==> config.mk <==
export PLATFORM = sky130hd
export DESIGN_NAME = bdq_out
export DESIGN_NICKNAME = d
export VERILOG_FILES = /design/src/sv/bdq_pkg.sv /design/src/sv/bdq_out.sv
export SDC_FILE = /design/constraint.sdc
export NUM_CORES = 1
export LEC_CHECK = 0
export CAP_MARGIN = 20
export CORE_MARGIN = 2
export CORE_UTILIZATION = 50
export DETAILED_ROUTE_END_ITERATION = 6
export DONT_BUFFER_PORTS = 1
export MAX_ROUTING_LAYER = met4
export SLEW_MARGIN = 30
export SYNTH_ARGS = -nofsm -noshare
export SYNTH_HDL_FRONTEND = slang
export SYNTH_SLANG_ARGS = --single-unit
export TNS_END_PERCENT = 30
==> constraint.sdc <==
create_clock -name i_clk -period 5.3 [get_ports i_clk]
set_clock_uncertainty 0.2 [all_clocks]
set_input_delay 0.265 -clock i_clk [delete_from_list [all_inputs] [get_ports i_clk]]
set_output_delay 0.265 -clock i_clk [all_outputs]
set_load 0.01 [all_outputs]
==> src/sv/bdq_pkg.sv <==
// Shared types, constants and command codes of the bounded double-ended queue.
package bdq_pkg;

    localparam int DEPTH      = 256;
    localparam int DATA_WIDTH = 32;
    localparam int IDX_W      = (DEPTH > 1) ? $clog2(DEPTH) : 1;
    localparam int CNT_W      = $clog2(DEPTH + 1);
    localparam int CMD_W      = 4;
    localparam int VAL_W      = 32;
    localparam int POS_W      = 16;
    localparam int RD_W       = 32;
    localparam int COUNT_W    = 9;

    typedef logic [IDX_W-1:0]      t_idx;
    typedef logic [CNT_W-1:0]      t_cnt;
    typedef logic [DATA_WIDTH-1:0] t_data;

    typedef enum logic [CMD_W-1:0] {
        CMD_PUSH_FRONT = 4'd0,
        CMD_PUSH_BACK  = 4'd1,
        CMD_POP_FRONT  = 4'd2,
        CMD_POP_BACK   = 4'd3,
        CMD_SET_FRONT  = 4'd4,
        CMD_SET_BACK   = 4'd5,
        CMD_PEEK_FRONT = 4'd6,
        CMD_PEEK_BACK  = 4'd7,
        CMD_CLEAR      = 4'd8,
        CMD_READ_POS   = 4'd9
    } t_cmd;

    typedef enum logic [1:0] {
        ST_OK    = 2'd0,
        ST_EMPTY = 2'd1,
        ST_FULL  = 2'd2
    } t_status;

    typedef struct packed {
        logic  we;
        t_idx  waddr;
        t_data wdata;
        logic  re;
        t_idx  raddr;
    } t_mem_req;

    typedef struct packed {
        logic    use_mem;
        t_cnt    count;
        t_status status;
    } t_meta;

    function automatic t_idx ring_next(input t_idx i);
        t_idx r;
        if (i == t_idx'(DEPTH - 1)) begin
            r = '0;
        end else begin
            r = i + t_idx'(1);
        end
        return r;
    endfunction

    function automatic t_idx ring_prev(input t_idx i);
        t_idx r;
        if (i == '0) begin
            r = t_idx'(DEPTH - 1);
        end else begin
            r = i - t_idx'(1);
        end
        return r;
    endfunction

endpackage

==> src/sv/bdq_out.sv <==
// Two-stage result pipeline: read-data alignment stage and output register.
module bdq_out (
    input  logic                          i_clk,
    input  logic                          i_rst_n,
    input  logic                          i_accept,
    input  bdq_pkg::t_meta                i_meta,
    input  bdq_pkg::t_data                i_mem_q,
    input  logic                          i_stall,
    output logic                          o_in_stall,
    output logic                          o_valid,
    output logic [bdq_pkg::RD_W-1:0]      o_read_data,
    output logic [bdq_pkg::COUNT_W-1:0]   o_entry_count,
    output logic                          o_is_empty,
    output logic [1:0]                    o_status
);

    logic                          r_a_valid;
    bdq_pkg::t_meta                r_a_meta;
    logic                          r_b_valid;
    logic [bdq_pkg::RD_W-1:0]      r_b_data;
    bdq_pkg::t_cnt                 r_b_count;
    bdq_pkg::t_status              r_b_status;
    logic                          a_move;

    assign a_move     = r_a_valid && (!r_b_valid || !i_stall);
    assign o_in_stall = r_a_valid && !a_move;

    always_ff @(posedge i_clk) begin
        if (!i_rst_n) begin
            r_a_valid <= 1'b0;
        end else if (i_accept) begin
            r_a_valid <= 1'b1;
        end else if (a_move) begin
            r_a_valid <= 1'b0;
        end
    end

    always_ff @(posedge i_clk) begin
        if (i_accept) begin
            r_a_meta <= i_meta;
        end
    end

    always_ff @(posedge i_clk) begin
        if (!i_rst_n) begin
            r_b_valid <= 1'b0;
        end else if (a_move) begin
            r_b_valid <= 1'b1;
        end else if (!i_stall) begin
            r_b_valid <= 1'b0;
        end
    end

    always_ff @(posedge i_clk) begin
        if (a_move) begin
            r_b_data   <= r_a_meta.use_mem ? bdq_pkg::RD_W'(i_mem_q) : '0;
            r_b_count  <= r_a_meta.count;
            r_b_status <= r_a_meta.status;
        end
    end

    assign o_valid       = r_b_valid;
    assign o_read_data   = r_b_data;
    assign o_entry_count = bdq_pkg::COUNT_W'(r_b_count);
    assign o_is_empty    = (r_b_count == '0);
    assign o_status      = r_b_status;

endmodule

## Word-level counts from Yosys, hierarchy flattened

Index checks and enable logic that the tools add are counted.

| storage, ports and cells | value |
|---|---|
| bits in registers | 57 |
| input port bits | 48 |
| word-level logic and storage cells | 21 |

| cells by class | value |
|---|---|
| equal/unequal tests | 1 |
| mux-type cells | 4 |
| reductions and logical operators | 8 |

Operators with widths:

| operator | number |
|---|---|
| zero test 9 bit | 1 |
| 2-to-1 mux 1 bit | 4 |
| zero test 1 bit | 3 |
| logical AND 1 bit | 2 |
| inequality test 2 x 1 -> 1 bit, second input constant | 1 |
| nonzero test 2 bit | 1 |
| logical OR 1 bit | 1 |

## Depth between registers and ports, before layout

| depth | value |
|---|---|
| depth after elaboration | 5 |
| gate-level depth with buffers | 2 |

## Least setup slack after synthesis

Ideal clock, no wire load.

| path | value |
|---|---|
| path kind | register to register |
| start point | register r_a_valid |
| end point | register r_b_count[0] (netlist: o_entry_count[0]) (enable) |
| library setup time | 0.509 ns |
| data arrival time | 3.490 ns |
| data required time | 4.591 ns |
| slack | 1.101 ns |
| stages on the path, launching flop included | 2 |
| path buffers | 0 |
| path through | dfxtp_1 -> a21boi_0 |

| between the ends | value |
|---|---|
| longest elaborated chain between the ends | 1 |

Ends and longest elaborated chain:

| item | RTL line | text |
|---|---|---|
| from (decl) | bdq_out.sv:17 | `logic r_a_valid;` |
| from (signal assigned) | bdq_out.sv:30 | `r_a_valid <= 1'b0;` |
| from (signal assigned) | bdq_out.sv:32 | `r_a_valid <= 1'b1;` |
| from (signal assigned) | bdq_out.sv:34 | `r_a_valid <= 1'b0;` |
| logical AND 1 bit | bdq_out.sv:25 | `assign a_move = r_a_valid && (!r_b_valid \|\| !i_stall);` |
| net a_move | bdq_out.sv:23 | `logic a_move;` |
| to (signal assigned) | bdq_out.sv:57 | `r_b_count <= r_a_meta.count;` |
| to (decl) | bdq_out.sv:21 | `bdq_pkg::t_cnt r_b_count;` |

The timed path passes the listed nets, and every way through them passes these cells.
A chain may end at the register's enable or synchronous reset.

## Worst setup path after layout

| path | value |
|---|---|
| start point | register r_b_count[2] (netlist: o_entry_count[2]) |
| end point | output port o_is_empty |

| between the ends | value |
|---|---|
| longest elaborated chain between the ends | 1 |

Ends and longest elaborated chain:

| item | RTL line | text |
|---|---|---|
| zero test 9 bit | bdq_out.sv:65 | `assign o_is_empty = (r_b_count == '0);` |
| to (decl) | bdq_out.sv:13 | `output logic o_is_empty,` |

No other way between the ends.

==> impl_results.md <==
- Gpl congestion: 0.696
- Worst-skew pair later-pin latency: 320 ps
- Startpoint types: register
- Reg-to-reg startpoint: o_valid
- Core area: 0.00372 sq mm
- ANT cells: 0
- Hold_sp: i_stall
- PD cells: 356 mW/mm^2
- Most common cell after layout, fill and taps aside: edfxtp_1
- Mapped cell area: 0.00197 sq mm
- Fin crit period: 2110 ps
- Sequential Area: 0.00169 sq mm
- Area Overhead vs Synth: 36.3%
- Netlist cell types: 12
- Arr. time, crit path: 1650 ps
- CP Class: reg2out
- Vias per cell: 4.82
- Crit-path cells: or4_4 > nor4_2
- Crit Reg-Reg Endpoint: o_read_data[24]
- Initial antenna violation count: 0
- Register bit total from synthesis: 57
- Filler cells: 241
- # rows: 22
- Post-Syn Instances: 100
- Slew margin rel.: 51.9%
- Die area: 0.00445 sq mm
- First-pass GRT wire length: 5110 um
- Cts repair resizes: 0
- Total power: 954 uW
- Largest net degree at the start of global routing: 44
- CP bufs+invs: 0
- 1st-iter DRT viols: 92
- Outcome: finished, final reports clean
- Clock sink count: 57
- Area occupied by multi-input gates: 274 sq um
- Vias: 1002
- Final hold violations: 0
- Postcts setup bufs: 0
- Syn_nets: 148
- Reg2Reg Depth: 2
- Final WL: 3550 um
- Placed insts: 146
- CP endpoint kind: primary output
- Register area share after synthesis: 86.1%
- First-pass DRT Iterations: 4
- Die Y: 66.7 um
- Delay of the slowest critical-path stage: 550 ps
- Finish-stage setup viols: 0
- CP max-delay cell: or4_4
- Reg clk slew, reported paths: 60 ps
- CP Max Fanout: 2
- Hold path depth: 2
- Total Neg Setup Slack: 0 ps
- # nets final: 204
- # DRC: 0
- Gr ovfl total: 0
- RSZ-0062 raised after global routing: no
- Fmax: 0.474 GHz
- Flop2flop setup slack: 3730 ps
- Non-Filler Instances: 208
- End of the worst hold path: r_a_valid
- Final Slew Violations: 0
- Htree depth: 3
- IO buf count: 0
- Crit-path leading delay family: simple AND/OR/NAND/NOR gates
- CP required: 4840 ps
- Io pins: 94
- Initial Util: 52.9%
- Syn Area/Cell: 19.7 sq um
- Worst vdd rail ir drop: 0.265 mV
- Number of max-cap violations: 0
- GR Util All Layers: 17.5%
- Commonest non-fill, non-tap cells in the layout: edfxtp_1, dlygate4sd3_1, and2_1
- Worst-margin pin slew: 721 ps
- Detailed-route wire length per cell: 17.1 um
- Clock Path Buffers: 2
- Final Cycle Share: 39.8%
- Warnings from Yosys: 0
- Total CTS buffers: 9
- Hold_ws: 125 ps
- Vias in the first global route: 1083
- Hold Crit Class: in2reg
- Chip width: 66.7 um
- Share of cells above drive strength 1: 10.0%
- CTS tree: yes
- CTS Root Cell: clkbuf_8
- Leak: 0.000942 uW
- Post-route antenna net violation count: 0
==> area by class of cell <==
| type | instances | share of cell area, % |
|---|---|---|
| well taps | 48 | 2.24 |
| flip-flops and latches | 57 | 63.1 |
| clock buffers | 15 | 6.58 |
| multi-input cells | 40 | 10.2 |
| repair buffers | 48 | 17.8 |
==> worst register-to-register path: cells and delay by family, from the launching register on <==
family          cells  cell delay [ps]
compound gates      1              140
buf+inv             1              460
flops               1              390
==> registers in the layout, indices dropped and copies added, names as in the netlist <==
name,flops
r_a_meta,12
o_valid,1
o_read_data,32
r_a_valid,1
o_entry_count,9
o_status,2
==> metrics by stage <==
step	setup slack [ps]	util, %	cell area [sq um]
detailed placement	3520	54.7	2030
finish	3190	72.1	2680
global route	3130	72.1	2680
CTS	3160	72.1	2680
global placement	3530	54.7	2030
floorplan	1100	-	1970
==> synthesized netlist by cell type <==
cell type   n  area, sq um
nor2b_1     1         6.26
or3_1       1         6.26
clkbuf_1    3         11.3
edfxtp_1   55         1650
nor4_2      1         12.5
o21a_1      1         7.51
dfxtp_1     2         40.0
and3_1      1         6.26
or4_4       1         11.3
a21boi_0    1         7.51
a21oi_1     1         5.00
and2_1     32          200
==> worst max-delay path by stage <==
stage | from | end | slack, ps | cells after the start
CTS | o_entry_count[2] | o_is_empty | 3160 | 2
finish | o_entry_count[2] | o_is_empty | 3190 | 2
global placement | o_entry_count[2] | o_is_empty | 3530 | 2
global route | o_entry_count[2] | o_is_empty | 3130 | 2
floorplan | r_a_valid | o_entry_count[0] | 1100 | 1
detailed placement | o_entry_count[2] | o_is_empty | 3520 | 2
==> cell families (layout without fill, tap and decap cells) <==
| group | after synthesis | after routing | synth area share [%] |
|---|---|---|---|
| compound gates | 3 | 3 | 1.02 |
| buf+inv | 3 | 63 | 0.573 |
| flops | 57 | 57 | 86.1 |
| simple gates | 37 | 37 | 12.3 |
==> per-layer routing <==
layer / vias up / GRT usage, % / part of all wire [%]
li1: 477 / - / -
met1: 463 / 17.6 / 37
met2: 53 / 28.5 / 54
met3: 9 / 6.59 / 5.7
met4: 0 / 11.5 / 2.7
met5: - / - / 0
==> what timing repair did <==
action	4_1_cts	5_1_grt
hold buffers	47	0
setup endpoints to repair	0	0
endpoints found under the hold margin	58	0
==> power by group <==
group	leakage, uW	total, uW	internal, uW	switching [uW]
clock	0.0000898	354	206	148
sequential	0.000542	550	527	22.5
combinational	0.000311	50.5	32.8	17.7
total	0.000942	954	766	188
Power figures use the tool's default switching activity.
